$ cat src/sv/qrsd_pkg.sv
`timescale 1ns / 1ps

package qrsd_pkg;

    // Configuration register indexes
    localparam logic [1:0] REG_MODE       = 2'd0;
    localparam logic [1:0] REG_CHAR_COUNT = 2'd1;

    // Segment modes (any other code decodes as byte mode)
    localparam logic [1:0] MODE_NUMERIC = 2'd0;
    localparam logic [1:0] MODE_ALNUM   = 2'd1;

    // Result status codes
    localparam logic [1:0] STATUS_OK         = 2'd0;
    localparam logic [1:0] STATUS_RANGE      = 2'd1;
    localparam logic [1:0] STATUS_INCOMPLETE = 2'd2;

    localparam logic [7:0] ASCII_ZERO = 8'h30;

    // Result queue geometry
    localparam int FIFO_DEPTH = 8;
    localparam int PTR_W      = $clog2(FIFO_DEPTH);

    // How a finished group is to be turned into characters
    typedef enum logic [1:0] {
        GRP_NUMERIC = 2'd0,
        GRP_ALNUM   = 2'd1,
        GRP_BYTE    = 2'd2
    } grp_kind_t;

    typedef struct packed {
        logic data_bit;
        logic end_of_data;
    } in_item_t;

    typedef struct packed {
        logic [7:0] char_code;
        logic       last;
        logic [1:0] status;
    } out_item_t;

    // A completed group, as captured from the bit stream
    typedef struct packed {
        grp_kind_t   kind;
        logic [1:0]  nchars;
        logic        last;
        logic [1:0]  status;
        logic [10:0] value;
    } grp_t;

    // A group split into its leading part and remainder
    typedef struct packed {
        grp_kind_t  kind;
        logic [1:0] nchars;
        logic       last;
        logic [1:0] status;
        logic [5:0] hi;
        logic [6:0] rem;
        logic [7:0] raw;
    } split_t;

    // One queue entry: up to three characters, first in element 0
    typedef struct packed {
        logic [2:0][7:0] chars;
        logic [1:0]      nchars;
        logic            last;
        logic [1:0]      status;
    } fifo_ent_t;

    // The 45-symbol alphanumeric character set
    function automatic logic [7:0] alnum_char(input logic [5:0] idx);
        logic [7:0] c;
        c = 8'h00;
        if (idx < 6'd10) begin
            c = ASCII_ZERO + {2'b00, idx};
        end
        else if (idx < 6'd36) begin
            c = 8'h41 + ({2'b00, idx} - 8'd10);
        end
        else begin
            case (idx)
                6'd36:   c = 8'h20;
                6'd37:   c = 8'h24;
                6'd38:   c = 8'h25;
                6'd39:   c = 8'h2A;
                6'd40:   c = 8'h2B;
                6'd41:   c = 8'h2D;
                6'd42:   c = 8'h2E;
                6'd43:   c = 8'h2F;
                6'd44:   c = 8'h3A;
                default: c = 8'h00;
            endcase
        end
        return c;
    endfunction

endpackage

$ cat src/sv/qrsd_group.sv
`timescale 1ns / 1ps

module qrsd_group (
    input  logic              clk,
    input  logic              rst_n,
    input  logic              accept,
    input  qrsd_pkg::in_item_t item,
    input  logic              cfg_we,
    input  logic [1:0]        cfg_index,
    input  logic [15:0]       cfg_data,
    output logic              grp_valid,
    output qrsd_pkg::grp_t    grp
);

    logic [1:0]  mode_reg, mode_next;
    logic [15:0] count_reg, count_next;
    logic [10:0] acc_reg, acc_next;
    logic [3:0]  bits_reg, bits_next;
    logic [15:0] left_reg, left_next;
    logic        done_reg, done_next;
    logic        grp_valid_reg, grp_valid_next;
    qrsd_pkg::grp_t grp_reg, grp_next;

    logic [10:0] acc_shift;
    logic [3:0]  bits_inc;
    logic [3:0]  need;
    logic [1:0]  nchars;
    logic [10:0] limit;
    qrsd_pkg::grp_kind_t kind;
    logic        final_char;

    // Group size and value bound for the current mode and remaining count
    always_comb
    begin
        case (mode_reg)
            qrsd_pkg::MODE_NUMERIC:
            begin
                kind = qrsd_pkg::GRP_NUMERIC;
                if (left_reg >= 16'd3)
                begin
                    need = 4'd10; nchars = 2'd3; limit = 11'd1000;
                end
                else if (left_reg == 16'd2)
                begin
                    need = 4'd7;  nchars = 2'd2; limit = 11'd100;
                end
                else
                begin
                    need = 4'd4;  nchars = 2'd1; limit = 11'd10;
                end
            end
            qrsd_pkg::MODE_ALNUM:
            begin
                kind = qrsd_pkg::GRP_ALNUM;
                if (left_reg >= 16'd2)
                begin
                    need = 4'd11; nchars = 2'd2; limit = 11'd2025;
                end
                else
                begin
                    need = 4'd6;  nchars = 2'd1; limit = 11'd45;
                end
            end
            default:
            begin
                kind = qrsd_pkg::GRP_BYTE;
                need = 4'd8; nchars = 2'd1; limit = 11'd256;
            end
        endcase
    end

    assign acc_shift  = {acc_reg[9:0], item.data_bit};
    assign bits_inc   = bits_reg + 4'd1;
    assign final_char = (left_reg == {14'd0, nchars});

    // Bit collection, group completion and segment bookkeeping
    always_comb
    begin
        mode_next      = mode_reg;
        count_next     = count_reg;
        acc_next       = acc_reg;
        bits_next      = bits_reg;
        left_next      = left_reg;
        done_next      = done_reg;
        grp_valid_next = 1'b0;
        grp_next       = grp_reg;

        if (cfg_we && (cfg_index == qrsd_pkg::REG_MODE ||
                       cfg_index == qrsd_pkg::REG_CHAR_COUNT))
        begin
            if (cfg_index == qrsd_pkg::REG_MODE)
            begin
                mode_next = cfg_data[1:0];
                left_next = count_reg;
            end
            else
            begin
                count_next = cfg_data;
                left_next  = cfg_data;
            end
            acc_next  = '0;
            bits_next = '0;
            done_next = 1'b0;
        end
        else if (accept && !done_reg && left_reg != 16'd0)
        begin
            if (bits_inc < need)
            begin
                acc_next  = acc_shift;
                bits_next = bits_inc;
                if (item.end_of_data)
                begin
                    // Data ran out part way through a group
                    done_next       = 1'b1;
                    grp_valid_next  = 1'b1;
                    grp_next.kind   = qrsd_pkg::GRP_BYTE;
                    grp_next.nchars = 2'd1;
                    grp_next.last   = 1'b1;
                    grp_next.status = qrsd_pkg::STATUS_INCOMPLETE;
                    grp_next.value  = '0;
                end
            end
            else
            begin
                acc_next       = '0;
                bits_next      = '0;
                grp_valid_next = 1'b1;
                if (acc_shift >= limit)
                begin
                    done_next       = 1'b1;
                    grp_next.kind   = qrsd_pkg::GRP_BYTE;
                    grp_next.nchars = 2'd1;
                    grp_next.last   = 1'b1;
                    grp_next.status = qrsd_pkg::STATUS_RANGE;
                    grp_next.value  = '0;
                end
                else
                begin
                    left_next       = left_reg - {14'd0, nchars};
                    done_next       = final_char || item.end_of_data;
                    grp_next.kind   = kind;
                    grp_next.nchars = nchars;
                    grp_next.last   = final_char || item.end_of_data;
                    grp_next.status = (!final_char && item.end_of_data) ?
                                      qrsd_pkg::STATUS_INCOMPLETE : qrsd_pkg::STATUS_OK;
                    grp_next.value  = acc_shift;
                end
            end
        end
    end

    always_ff @(posedge clk or negedge rst_n)
    begin
        if (!rst_n)
        begin
            mode_reg      <= qrsd_pkg::MODE_NUMERIC;
            count_reg     <= '0;
            acc_reg       <= '0;
            bits_reg      <= '0;
            left_reg      <= '0;
            done_reg      <= 1'b0;
            grp_valid_reg <= 1'b0;
        end
        else
        begin
            mode_reg      <= mode_next;
            count_reg     <= count_next;
            acc_reg       <= acc_next;
            bits_reg      <= bits_next;
            left_reg      <= left_next;
            done_reg      <= done_next;
            grp_valid_reg <= grp_valid_next;
        end
    end

    always_ff @(posedge clk)
    begin
        grp_reg <= grp_next;
    end

    assign grp_valid = grp_valid_reg;
    assign grp       = grp_reg;

endmodule

$ cat src/sv/qrsd_convert.sv
`timescale 1ns / 1ps

module qrsd_convert (
    input  logic                clk,
    input  logic                rst_n,
    input  logic                grp_valid,
    input  qrsd_pkg::grp_t      grp,
    output logic                split_valid,
    output logic                ent_valid,
    output qrsd_pkg::fifo_ent_t ent
);

    logic [15:0] prod_num;
    logic [3:0]  hi_num;
    logic [9:0]  rem_num;
    logic [21:0] prod_al;
    logic [5:0]  hi_al;
    logic [10:0] rem_al;

    qrsd_pkg::split_t split_reg, split_next;
    logic             split_valid_reg;

    logic [14:0] prod_tens;
    logic [3:0]  tens;
    logic [6:0]  ones_full;
    logic [3:0]  ones;
    logic [7:0]  c_hi, c_tens, c_ones;

    qrsd_pkg::fifo_ent_t ent_reg, ent_next;
    logic                ent_valid_reg;

    // First stage: split the value by 100 (numeric) or 45 (alphanumeric)
    // using reciprocal multiplies that are exact over the legal ranges.
    assign prod_num = {6'd0, grp.value[9:0]} * 16'd41;
    assign hi_num   = prod_num[15:12];
    assign rem_num  = grp.value[9:0] - ({6'd0, hi_num} * 10'd100);
    assign prod_al  = {11'd0, grp.value} * 22'd1457;
    assign hi_al    = prod_al[21:16];
    assign rem_al   = grp.value - ({5'd0, hi_al} * 11'd45);

    always_comb
    begin
        split_next.kind   = grp.kind;
        split_next.nchars = grp.nchars;
        split_next.last   = grp.last;
        split_next.status = grp.status;
        split_next.raw    = grp.value[7:0];
        if (grp.kind == qrsd_pkg::GRP_ALNUM)
        begin
            split_next.hi  = hi_al;
            split_next.rem = rem_al[6:0];
        end
        else
        begin
            split_next.hi  = {2'd0, hi_num};
            split_next.rem = rem_num[6:0];
        end
    end

    // Second stage: tens and units of the remainder, then the characters
    assign prod_tens = {8'd0, split_reg.rem} * 15'd205;
    assign tens      = prod_tens[14:11];
    assign ones_full = split_reg.rem - ({3'd0, tens} * 7'd10);
    assign ones      = ones_full[3:0];
    assign c_hi      = qrsd_pkg::ASCII_ZERO + {2'd0, split_reg.hi};
    assign c_tens    = qrsd_pkg::ASCII_ZERO + {4'd0, tens};
    assign c_ones    = qrsd_pkg::ASCII_ZERO + {4'd0, ones};

    always_comb
    begin
        ent_next.nchars = split_reg.nchars;
        ent_next.last   = split_reg.last;
        ent_next.status = split_reg.status;
        ent_next.chars  = '0;
        case (split_reg.kind)
            qrsd_pkg::GRP_NUMERIC:
            begin
                if (split_reg.nchars == 2'd3)
                begin
                    ent_next.chars[0] = c_hi;
                    ent_next.chars[1] = c_tens;
                    ent_next.chars[2] = c_ones;
                end
                else if (split_reg.nchars == 2'd2)
                begin
                    ent_next.chars[0] = c_tens;
                    ent_next.chars[1] = c_ones;
                end
                else
                begin
                    ent_next.chars[0] = c_ones;
                end
            end
            qrsd_pkg::GRP_ALNUM:
            begin
                if (split_reg.nchars == 2'd2)
                begin
                    ent_next.chars[0] = qrsd_pkg::alnum_char(split_reg.hi);
                    ent_next.chars[1] = qrsd_pkg::alnum_char(split_reg.rem[5:0]);
                end
                else
                begin
                    ent_next.chars[0] = qrsd_pkg::alnum_char(split_reg.rem[5:0]);
                end
            end
            default:
            begin
                ent_next.chars[0] = split_reg.raw;
            end
        endcase
    end

    always_ff @(posedge clk or negedge rst_n)
    begin
        if (!rst_n)
        begin
            split_valid_reg <= 1'b0;
            ent_valid_reg   <= 1'b0;
        end
        else
        begin
            split_valid_reg <= grp_valid;
            ent_valid_reg   <= split_valid_reg;
        end
    end

    always_ff @(posedge clk)
    begin
        split_reg <= split_next;
        ent_reg   <= ent_next;
    end

    assign split_valid = split_valid_reg;
    assign ent_valid   = ent_valid_reg;
    assign ent         = ent_reg;

endmodule

$ cat src/sv/qr_segment_data_decoder.sv
`timescale 1ns / 1ps
// Path: the data bit that completes a group passes through group capture, split, character
// build, then the result queue, before the characters of that group appear at the output.
// Throughput: one data bit per cycle; characters leave an eight-group queue one per cycle
// unless out_stall; input stalls only when that queue and the three pipeline stages could overflow.
// Reset (asynchronous, active low) sets mode numeric, count zero and an empty queue.

module qr_segment_data_decoder (
    input  logic                 clk,
    input  logic                 rst_n,
    input  logic                 in_valid,
    output logic                 in_stall,
    input  qrsd_pkg::in_item_t   in_item,
    output logic                 out_valid,
    input  logic                 out_stall,
    output qrsd_pkg::out_item_t  out_item,
    input  logic                 cfg_valid,
    output logic                 cfg_ready,
    input  logic [1:0]           cfg_index,
    input  logic [15:0]          cfg_data
);

    localparam int CNT_W = qrsd_pkg::PTR_W + 1;

    logic                in_accept;
    logic                cfg_we;
    logic                grp_valid;
    qrsd_pkg::grp_t      grp;
    logic                split_valid;
    logic                ent_valid;
    qrsd_pkg::fifo_ent_t ent;

    qrsd_pkg::fifo_ent_t fifo_mem [qrsd_pkg::FIFO_DEPTH];
    logic [qrsd_pkg::PTR_W-1:0] wr_ptr_reg, wr_ptr_next;
    logic [qrsd_pkg::PTR_W-1:0] rd_ptr_reg, rd_ptr_next;
    logic [CNT_W-1:0]           count_reg, count_next;
    logic [1:0]                 idx_reg, idx_next;
    logic [CNT_W:0]             in_flight;
    qrsd_pkg::fifo_ent_t        head;
    logic                       out_accept;
    logic                       head_done;

    // Configuration is taken at once; writes arrive only while idle is a rule for the user, not enforced here
    assign cfg_ready = 1'b1;
    assign cfg_we    = cfg_valid && cfg_ready;

    // Hold off input while the queue could not absorb everything in flight
    assign in_flight = {1'b0, count_reg} + {{CNT_W{1'b0}}, grp_valid}
                     + {{CNT_W{1'b0}}, split_valid} + {{CNT_W{1'b0}}, ent_valid};
    assign in_stall  = (in_flight >= (CNT_W + 1)'(qrsd_pkg::FIFO_DEPTH));
    assign in_accept = in_valid && !in_stall;

    qrsd_group u_group (
        .clk       (clk),
        .rst_n     (rst_n),
        .accept    (in_accept),
        .item      (in_item),
        .cfg_we    (cfg_we),
        .cfg_index (cfg_index),
        .cfg_data  (cfg_data),
        .grp_valid (grp_valid),
        .grp       (grp)
    );

    qrsd_convert u_convert (
        .clk         (clk),
        .rst_n       (rst_n),
        .grp_valid   (grp_valid),
        .grp         (grp),
        .split_valid (split_valid),
        .ent_valid   (ent_valid),
        .ent         (ent)
    );

    // Output side: walk the characters of the head entry one request at a time
    assign head       = fifo_mem[rd_ptr_reg];
    assign out_valid  = (count_reg != '0);
    assign out_accept = out_valid && !out_stall;
    assign head_done  = (idx_reg == (head.nchars - 2'd1));

    always_comb
    begin
        out_item.char_code = head.chars[idx_reg];
        out_item.last      = head_done && head.last;
        out_item.status    = head_done ? head.status : qrsd_pkg::STATUS_OK;
    end

    // Queue pointers and occupancy
    always_comb
    begin
        wr_ptr_next = wr_ptr_reg;
        rd_ptr_next = rd_ptr_reg;
        idx_next    = idx_reg;
        count_next  = count_reg;
        if (ent_valid)
        begin
            wr_ptr_next = wr_ptr_reg + {{(qrsd_pkg::PTR_W-1){1'b0}}, 1'b1};
        end
        if (out_accept)
        begin
            if (head_done)
            begin
                idx_next    = 2'd0;
                rd_ptr_next = rd_ptr_reg + {{(qrsd_pkg::PTR_W-1){1'b0}}, 1'b1};
            end
            else
            begin
                idx_next = idx_reg + 2'd1;
            end
        end
        count_next = count_reg + {{(CNT_W-1){1'b0}}, ent_valid}
                   - {{(CNT_W-1){1'b0}}, (out_accept && head_done)};
    end

    always_ff @(posedge clk or negedge rst_n)
    begin
        if (!rst_n)
        begin
            wr_ptr_reg <= '0;
            rd_ptr_reg <= '0;
            count_reg  <= '0;
            idx_reg    <= 2'd0;
        end
        else
        begin
            wr_ptr_reg <= wr_ptr_next;
            rd_ptr_reg <= rd_ptr_next;
            count_reg  <= count_next;
            idx_reg    <= idx_next;
        end
    end

    // Queue storage
    always_ff @(posedge clk)
    begin
        if (ent_valid)
        begin
            fifo_mem[wr_ptr_reg] <= ent;
        end
    end

endmodule
$ cat config.mk
export PLATFORM = sky130hd
export DESIGN_NAME = qr_segment_data_decoder
export DESIGN_NICKNAME = d
export VERILOG_FILES = /design/src/sv/qrsd_pkg.sv /design/src/sv/qrsd_group.sv /design/src/sv/qrsd_convert.sv /design/src/sv/qr_segment_data_decoder.sv
export SDC_FILE = /design/constraint.sdc
export NUM_CORES = 1
export LEC_CHECK = 0
export ABC_AREA = 1
export BUFFER_PORTS_ARGS = -buffer_cell sky130_fd_sc_hd__buf_2
export CAP_MARGIN = 10
export CORE_UTILIZATION = 60
export DETAILED_ROUTE_END_ITERATION = 16
export PLACE_DENSITY = 0.82
export REMOVE_ABC_BUFFERS = 1
export SLEW_MARGIN = 20
export SYNTH_ARGS = -nofsm -noshare
export SYNTH_HDL_FRONTEND = slang
export SYNTH_HIERARCHICAL = 1
export SYNTH_SLANG_ARGS = --single-unit
$ cat constraint.sdc
create_clock -name clk -period 9.77 [get_ports clk]
set_input_delay 0.4885 -clock clk [delete_from_list [all_inputs] [get_ports clk]]
set_output_delay 0.4885 -clock clk [all_outputs]
set_load 0.02 [all_outputs]
==> results of run 1 <==
[synthesized netlist by cell type (16+ instances only)]
library cell	instances
dfxtp_1	54
fa_1	50
a21oi_1	74
o21ai_1	20
nand3_1	81
clkbuf_1	16
nor2_1	211
ha_1	194
xor2_1	25
nand2_1	353
edfxtp_1	250
o21ai_0	177
o211ai_1	30
nand4_1	36
inv_1	261
dfrtp_1	64
buf_2	23
o221ai_1	33
[cell families after synthesis]
family | Yosys count | synth area share [%]
and+or+nand+nor | 762 | 15.94
AOI/OAI and AO/OA | 394 | 11.09
DFF | 368 | 47.96
buffers and inverters | 341 | 7.102
adders and majority gates | 244 | 16.13
xor gates and xnor gates | 40 | 1.684
other | 2 | 0.03534
muxes | 1 | 0.05299
[metal layers]
layer  up-vias  routed length, um  track usage, %
met1      7497              19640           34.78
met5         -                  0               0
li1       7383                  -               -
met2       593              23760           46.84
met4         0               1122           8.092
met3        85               3274           3.044
[stage by stage]
step / worst slack, ps / utilization (%) / area (um^2)
final: 2128 / 66.59 / 23110
after floorplan: 2635 / - / 20780
after detailed placement: 2108 / 62.39 / 21660
after global routing: 1682 / 66.59 / 23110
after CTS: 2095 / 66.05 / 22930
after global placement: 2302 / 62.39 / 21660
[cell type report]
cell class	count	area (um^2)
Clock buffer	50	1036
Clock inverter	18	235.2
Fill cell	2588	11600
Inverter	274	1041
Multi-Input combinational cell	1444	9615
Sequential cell	368	10190
Tap cell	455	569.3
Timing Repair Buffer	51	422.9
[how the worst max path moves through the flow]
stage	startpoint	end	slack [ps]
final	u_group/grp[1]	u_convert/split_reg[14]	2130
after global routing	u_group/grp[1]	u_convert/split_reg[14]	1680
after CTS	u_group/grp[1]	u_convert/split_reg[14]	2100
after detailed placement	u_group/grp[1]	u_convert/split_reg[14]	2110
after global placement	u_group/grp[1]	u_convert/split_reg[14]	2300
after floorplan	u_group/grp[1]	u_convert/split_reg[14]	2630
[worst max-delay path, delay by kind of cell, from the launching register on]
kind	cells	cell delay (ps)
XOR/XNOR	1	260
AND/OR/NAND/NOR	6	350
flip-flops	1	600
adder cells (fa/ha/maj)	11	4820
AO/OA/AOI/OAI	6	970
buffers and inverters	8	530
==> metrics.txt, run 1 <==
post-synth top area share 35.33%; CTS tree built; setup bufs post-CTS 0; ANT cells 0; Worst Path Arrival 8040 ps; gr usage total 26.73%; minimum hold slack 134.6 ps; leading post-synthesis cells by cell area edfxtp_1 35%, ha_1 11%, dfrtp_1 7.5%; most frequent CP cell inv_1; Rel. slew slack 28.36%; DRT iter0 DRCs 1376; initial antenna violation count 0; Worst-Margin Slew 1072 ps; RSZ-0062 raised after global routing false; clock tree buffer depth 3; post-synthesis sequential area ratio 47.96%; clk sinks 368; number of flip-flops in the largest register 232; most common cell after layout, fill and taps aside nand2_1; Slowest-stage cell, CP edfxtp_1; vias in the first global route 15613; R2R Path End u_convert/split_reg[14]; Post-synth top flop edfxtp_1; Final Max Tran Viols 0; commonest non-fill, non-tap cells in the layout 353 x nand2_1, 261 x inv_1, 250 x edfxtp_1; setup TNS 0 ps; CTS buffer count 37; WS Path Type register to register; core area 0.03471 mm^2; Die H 190.2 um; Placed Cells 2585; Post-synth EDFFs 250; total gr overflow 0; clk_skew 21.44 ps; post-DR vias/cell 5.849; CP endpoint kind register; Initial Utilization 61.21%; # port buffers 37; Post-CTS Hold Buffers 0; Reg clk slew, reported paths 60 ps; number of detailed-route iterations in the first pass 7; Worst-Skew Late Latency 530 ps; average routed wire per standard cell 17.97 um; Resized Gates After CTS 0; Final period util 78.22%; RR Startpoint u_group/grp[1]; status completed; # H-tree levels 2; fraction of synthesis flops using an asynchronous set or reset pin 17.39%; CP Data Required Time 10170 ps; GP Congestion 0.9132; dpl hpwl 31190 um; #FFs+latches synth 368; maximum fanout along the worst path 11; Worst Setup Start Kind register; Final #Nets 2445; largest net degree at the start of global routing 118; final wirelength 47790 um; max frequency 130.9 MHz; YS warnings 6; Mean Syn Cell Area 9.874 um^2; DRC Markers 0; Hold Crit Class input pin to asynchronous set/reset pin; clock root cell clkbuf_16; R2R Setup Slk 2130 ps; area grow syn2layout 8.786%; Non-Filler Instances 2660; first-pass GRT wire length 77160 um; Crit path largest cell delay 600 ps; Final ANT Viol Nets 0; Cells after Synth 2152; vias post-DR 15558; die width 190.2 um; fin crit period 7642 ps; r2r worst-path depth 32; Final Hold Fails 0; post-synth top area cell edfxtp_1; Top-Level Pins 39; Max Cap Violations 0; Synth cell types 63; FP Rows 68; Final setup viols 0; synthesized cell area 0.02125 mm^2; layout cells sized above 1 9.025%; die area 0.03617 mm^2
Power of run 1 is left out: the tool's default activity adds up to more than one toggle a clock period on the data nets, which glitch-free logic cannot reach.
==> run 2, diff against run 1 <==
--- a/config.mk
+++ b/config.mk
@@ -5,7 +5,7 @@
 export SDC_FILE = /design/constraint.sdc
 export NUM_CORES = 1
 export LEC_CHECK = 0
-export ABC_AREA = 1
+export ABC_AREA = 0
 export BUFFER_PORTS_ARGS = -buffer_cell sky130_fd_sc_hd__buf_2
 export CAP_MARGIN = 10
 export CORE_UTILIZATION = 60
==> constraint.sdc (replaced) <==
create_clock -name clk -period 7.88 [get_ports clk]
set_input_delay 0.394 -clock clk [delete_from_list [all_inputs] [get_ports clk]]
set_output_delay 0.394 -clock clk [all_outputs]
set_load 0.02 [all_outputs]
==> run 2 against run 1 <==
Clock-buffer cell count decreased by 5. Sequential cell count unchanged. Final cell count decreased by 23%. Highest routed layer unchanged. Cell area shrank 4.0%. Synthesized cell count fell by 29%. Maximum frequency up 2.7%. Worst hold slack got worse by 110 ps. Routed wire length shrank 12%. Via count shrank 20%.
==> metrics.txt, run 2 <==
Initial Utilization 60.79%; fin crit period 7441 ps; setup bufs post-CTS 0; vias in the first global route 12544; CTS buffer count 37; RR Startpoint u_group/grp[1]; area grow syn2layout 9.187%; number of flip-flops in the largest register 232; clk sinks 368; Slowest-stage cell, CP fa_1; Final period util 94.43%; Worst-Margin Slew 1101 ps; R2R Path End u_convert/split_reg[14]; most numerous cell in the Yosys netlist edfxtp_1; Post-Place Cell Area 0.02100 mm^2; synthesized cell area 0.02033 mm^2; setup TNS 0 ps; final wirelength 41820 um; Worst Setup Start Kind register; commonest cells in the netlist 250 x edfxtp_1, 194 x ha_1, 133 x inv_1; # H-tree levels 2; clock root cell clkbuf_16; max frequency 134.4 MHz; CP endpoint kind register; RSZ-0062 raised after global routing false; post-DR vias/cell 6.073; Final #Nets 1852; Final Hold Fails 0; R2R Setup Slk 440 ps; layout cells sized above 1 15.32%; post-synth top area cell edfxtp_1; most common cell after layout, fill and taps aside edfxtp_1; Cells after Synth 1536; commonest non-fill, non-tap cells in the layout 250 x edfxtp_1, 194 x ha_1, 133 x inv_1; Resized Gates After CTS 0; GP Congestion 0.9176; area occupied by multi-input gates 0.009415 mm^2; die area 0.03463 mm^2; clk_skew 14.26 ps; vias post-DR 12511; Worst Path Arrival 7850 ps; Reg clk slew, reported paths 60 ps; Max Cap Violations 0; post-synth top area share 36.92%; Mean Syn Cell Area 13.24 um^2; Hold Crit Class input pin to asynchronous set/reset pin; CTS tree built; initial antenna violation count 0; most frequent CP cell fa_1; ANT cells 0; fraction of synthesis flops using an asynchronous set or reset pin 17.39%; Post-synth top flop edfxtp_1; maximum fanout along the worst path 4; Final setup viols 0; r2r worst-path depth 27; average routed wire per standard cell 20.30 um; #FFs+latches synth 368; WS Path Type register to register; die width 186.1 um; FP Rows 67; CP Data Required Time 8290 ps; Final Max Tran Viols 0; largest net degree at the start of global routing 65; # port buffers 37; DRC Markers 0; Post-CTS Hold Buffers 0; dpl hpwl 28310 um; first-pass GRT wire length 66100 um; Post-synth EDFFs 250; Final ANT Viol Nets 0; status completed; core area 0.03345 mm^2; FF+latch area 0.01020 mm^2; number of detailed-route iterations in the first pass 7; Die H 186.1 um; clock tree buffer depth 3; total gr overflow 0; Synth cell types 88; Worst-Skew Late Latency 530 ps; post-route cell area 0.02220 mm^2; post-synthesis sequential area ratio 50.12%; DRT iter0 DRCs 903; gr usage total 24.88%; Crit path largest cell delay 540 ps; Rel. slew slack 26.40%; Top-Level Pins 39; leading post-synthesis cells by cell area edfxtp_1 37%, ha_1 12%, dfrtp_1 7.9%; fillers 2301; YS warnings 6
-- run 2: cell types whose count changed after synthesis, moves of 37 or more --
cell | before | now
nand2_1 | 353 | 76
nor2_1 | 211 | 66
inv_1 | 261 | 133
o21ai_0 | 177 | 53
nand3_1 | 81 | 24
mux4_2 | 0 | 56
a21oi_1 | 74 | 34
mux2i_1 | 0 | 37
-- run 2: routing by layer --
layer | wire (um) | up-vias | GRT usage, %
met3 | 1985 | 79 | 3.131
met1 | 17450 | 6235 | 32.22
met5 | 0 | - | 0
li1 | - | 5805 | -
met4 | 945 | 0 | 7.311
met2 | 21440 | 392 | 43.72
-- run 2: worst max-delay path: cells and delay by family, from the launching register on --
kind            cells  cell delay [ps]
compound gates      5              920
mux                 1              260
flops               1              390
xor+xnor            3              630
simple gates        2              180
buf+inv             5              290
fa+ha+maj          11             4640
-- run 2: logic make-up (layout without fill, tap and decap cells) --
logic type	count (synthesis)	count (layout)	share of synthesized area, %
AOI/OAI and AO/OA	246	246	8.517
xor gates and xnor gates	61	61	2.929
adders and majority gates	244	244	16.86
buffers and inverters	182	257	3.791
DFF	368	368	50.12
muxes	127	127	10.06
other	2	3	0.03694
and+or+nand+nor	306	306	7.692
-- run 2: how the worst max path moves through the flow --
stage                              start  slack [ps]                      end  depth (start not counted)
after CTS                 u_group/grp[1]         390  u_convert/split_reg[14]                         27
after floorplan           u_group/grp[1]         640  u_convert/split_reg[14]                         27
after global placement    u_group/grp[1]         570  u_convert/split_reg[14]                         27
final                     u_group/grp[1]         440  u_convert/split_reg[14]                         27
after global routing      u_group/grp[1]          20  u_convert/split_reg[14]                         27
after detailed placement  u_group/grp[1]         440  u_convert/split_reg[14]                         27
-- run 2: cell type report --
cell class              count  area share [%]
repair buffers             56           1.477
clock inverters            23          0.9187
clock buffers              45           4.492
multi-input cells         987           42.41
flip-flops and latches    368           45.93
well taps                 448           2.525
inverters                 133           2.249
-- run 2: through the flow --
stage	instances	setup WS (ps)	util (%)	hold slack (ps)
after floorplan	1488	637.5	-	98.41
after global placement	1992	572.4	62.78	312.4
final	2060	439.2	66.37	28.59
after detailed placement	1992	435.1	62.78	317.2
after global routing	2060	21.24	66.37	116.1
after CTS	2060	390.9	66.37	66.12
Power of run 2 is left out for the same reason.
==> run 3, diff against run 2 <==
--- a/config.mk
+++ b/config.mk
@@ -6,7 +6,7 @@
 export NUM_CORES = 1
 export LEC_CHECK = 0
 export ABC_AREA = 0
-export BUFFER_PORTS_ARGS = -buffer_cell sky130_fd_sc_hd__buf_2
+export BUFFER_PORTS_ARGS = -buffer_cell sky130_fd_sc_hd__buf_4
 export CAP_MARGIN = 10
 export CORE_UTILIZATION = 60
 export DETAILED_ROUTE_END_ITERATION = 16
==> run 3 against run 2 <==
Critical path type unchanged. Utilization is 0.26 points higher. Maximum frequency up 0.95%. Worst hold slack improved by 86 ps. Highest routed layer unchanged. Via count up 0.32%.
==> metrics.txt, run 3 (same netlist as run 2, synthesis figures left out) <==
clk sinks 368; DRC Markers 0; number of flip-flops in the largest register 232; status completed; Worst-Margin Slew 969.8 ps; Hold Crit Class input pin to register; average routed wire per standard cell 20.61 um; CTS tree built; Final #Nets 1856; largest net degree at the start of global routing 65; core area 0.03345 mm^2; gr usage total 25.05%; Initial Utilization 60.79%; Reg clk slew, reported paths 60 ps; Place WS 309.7 ps; clk_skew 17.43 ps; area grow syn2layout 9.612%; die area 0.03463 mm^2; met1 Track Usage GR 32.53%; most frequent CP cell fa_1; Final Max Tran Viols 0; clock root cell clkbuf_16; fin crit period 7371 ps; commonest non-fill, non-tap cells in the layout 250 x edfxtp_1, 194 x ha_1, 133 x inv_1; number of detailed-route iterations in the first pass 6; Worst Setup Start Kind register; Final setup viols 0; maximum fanout along the worst path 4; ANT cells 0; Final ANT Viol Nets 0; Final Hold Fails 0; GR Util met2 44.40%; fillers 2294; CTS buffer count 36; Rel. slew slack 35.35%; Slowest-stage cell, CP fa_1; Max Cap Violations 0; Worst Path Arrival 7760 ps; Die H 186.1 um; post-DR vias/cell 6.087; FP Rows 67; die width 186.1 um; vias post-DR 12551; most common cell after layout, fill and taps aside edfxtp_1; final wirelength 42490 um; clock tree buffer depth 3; setup TNS 0 ps; GRT met3 Usage 2.876%; Worst-Skew Late Latency 520 ps; DRT iter0 DRCs 1136; Crit path largest cell delay 540 ps; RSZ-0062 raised after global routing false; dpl hpwl 28090 um; first-pass GRT wire length 66350 um; WS Path Type register to register; Non-Filler Instances 2062; # H-tree levels 2; CP top delay family adder cells; Final period util 93.54%; Placed Cells 1993; slack of the critical path 509.1 ps; GRT busiest layer met2; CP Buf/Inv Count 5; Top-Level Pins 39; CP Data Required Time 8270 ps; vias in the first global route 12442; total gr overflow 0; CP endpoint kind register; GP Congestion 0.9297; # port buffers 37; max frequency 135.7 MHz; Resized Gates After CTS 0; layout cells sized above 1 15.24%; initial antenna violation count 0
-- run 3: layer usage --
layer  share of wire, %  up-vias
met3                4.3       73
met2                 52      381
met1                 42     6292
met4                2.0        0
li1                   -     5805
met5                  0        -
-- run 3: worst reg2reg max path, cell delays in order, from the launching register on --
cell and delay, ps:
edfxtp_1 440, ha_1 310, inv_1 110, fa_1 500, inv_1 60, fa_1 500
fa_1 540, inv_1 50, fa_1 530, inv_1 40, ha_1 270, nand3_1 90
a211oi_2 70, a2111oi_4 440, o21bai_1 150, a21oi_2 160, xnor2_1 190, ha_1 300
ha_1 300, fa_1 500, fa_1 510, inv_1 40, ha_1 300, o21ai_0 90
nand2b_1 90, xnor2_1 180, xnor3_1 230, mux2_4 260
-- run 3: metrics by stage --
step	utilization [%]	hold slack (ps)	cell area, um^2
after CTS	66.56	99.13	22260
after floorplan	-	98.41	20060
after detailed placement	63.03	322.6	21080
final	66.63	114.5	22290
after global placement	63.03	311.4	21080
after global routing	66.63	112.6	22290
-- run 3: area by class of cell --
class / instances / area [um^2] / area share (%)
inverters: 133 / 499.2 / 2.240
clock buffers: 54 / 1071 / 4.806
flip-flops and latches: 368 / 10200 / 45.75
clock inverters: 11 / 98.84 / 0.4435
well taps: 448 / 560.5 / 2.515
multi-input cells: 987 / 9400 / 42.18
repair buffers: 61 / 460.4 / 2.066
-- run 3: path summary, 6_finish.rpt --
check,slack [ps],end,start,cells after the start
min,110,u_group/count_reg[15],cfg_data[15],2
max reg2reg,510,u_convert/split_reg[14],u_group/grp[4],27
max in group asynchronous,6790,rd_ptr_reg[0],rst_n,2
min in group asynchronous,490,idx_reg[1],rst_n,2
max,510,u_convert/split_reg[14],u_group/grp[4],27
min reg2reg,330,u_convert/ent[0],u_convert/ent_next[0],0
-- run 3: what timing repair did --
action | 4_1_cts | 5_1_grt
hold buffers | 1 | 0
hold endpoints to repair | 31 | 0
setup endpoints to repair | 0 | 1
setup buffers | 0 | 3
Power of run 3 is left out for the same reason.
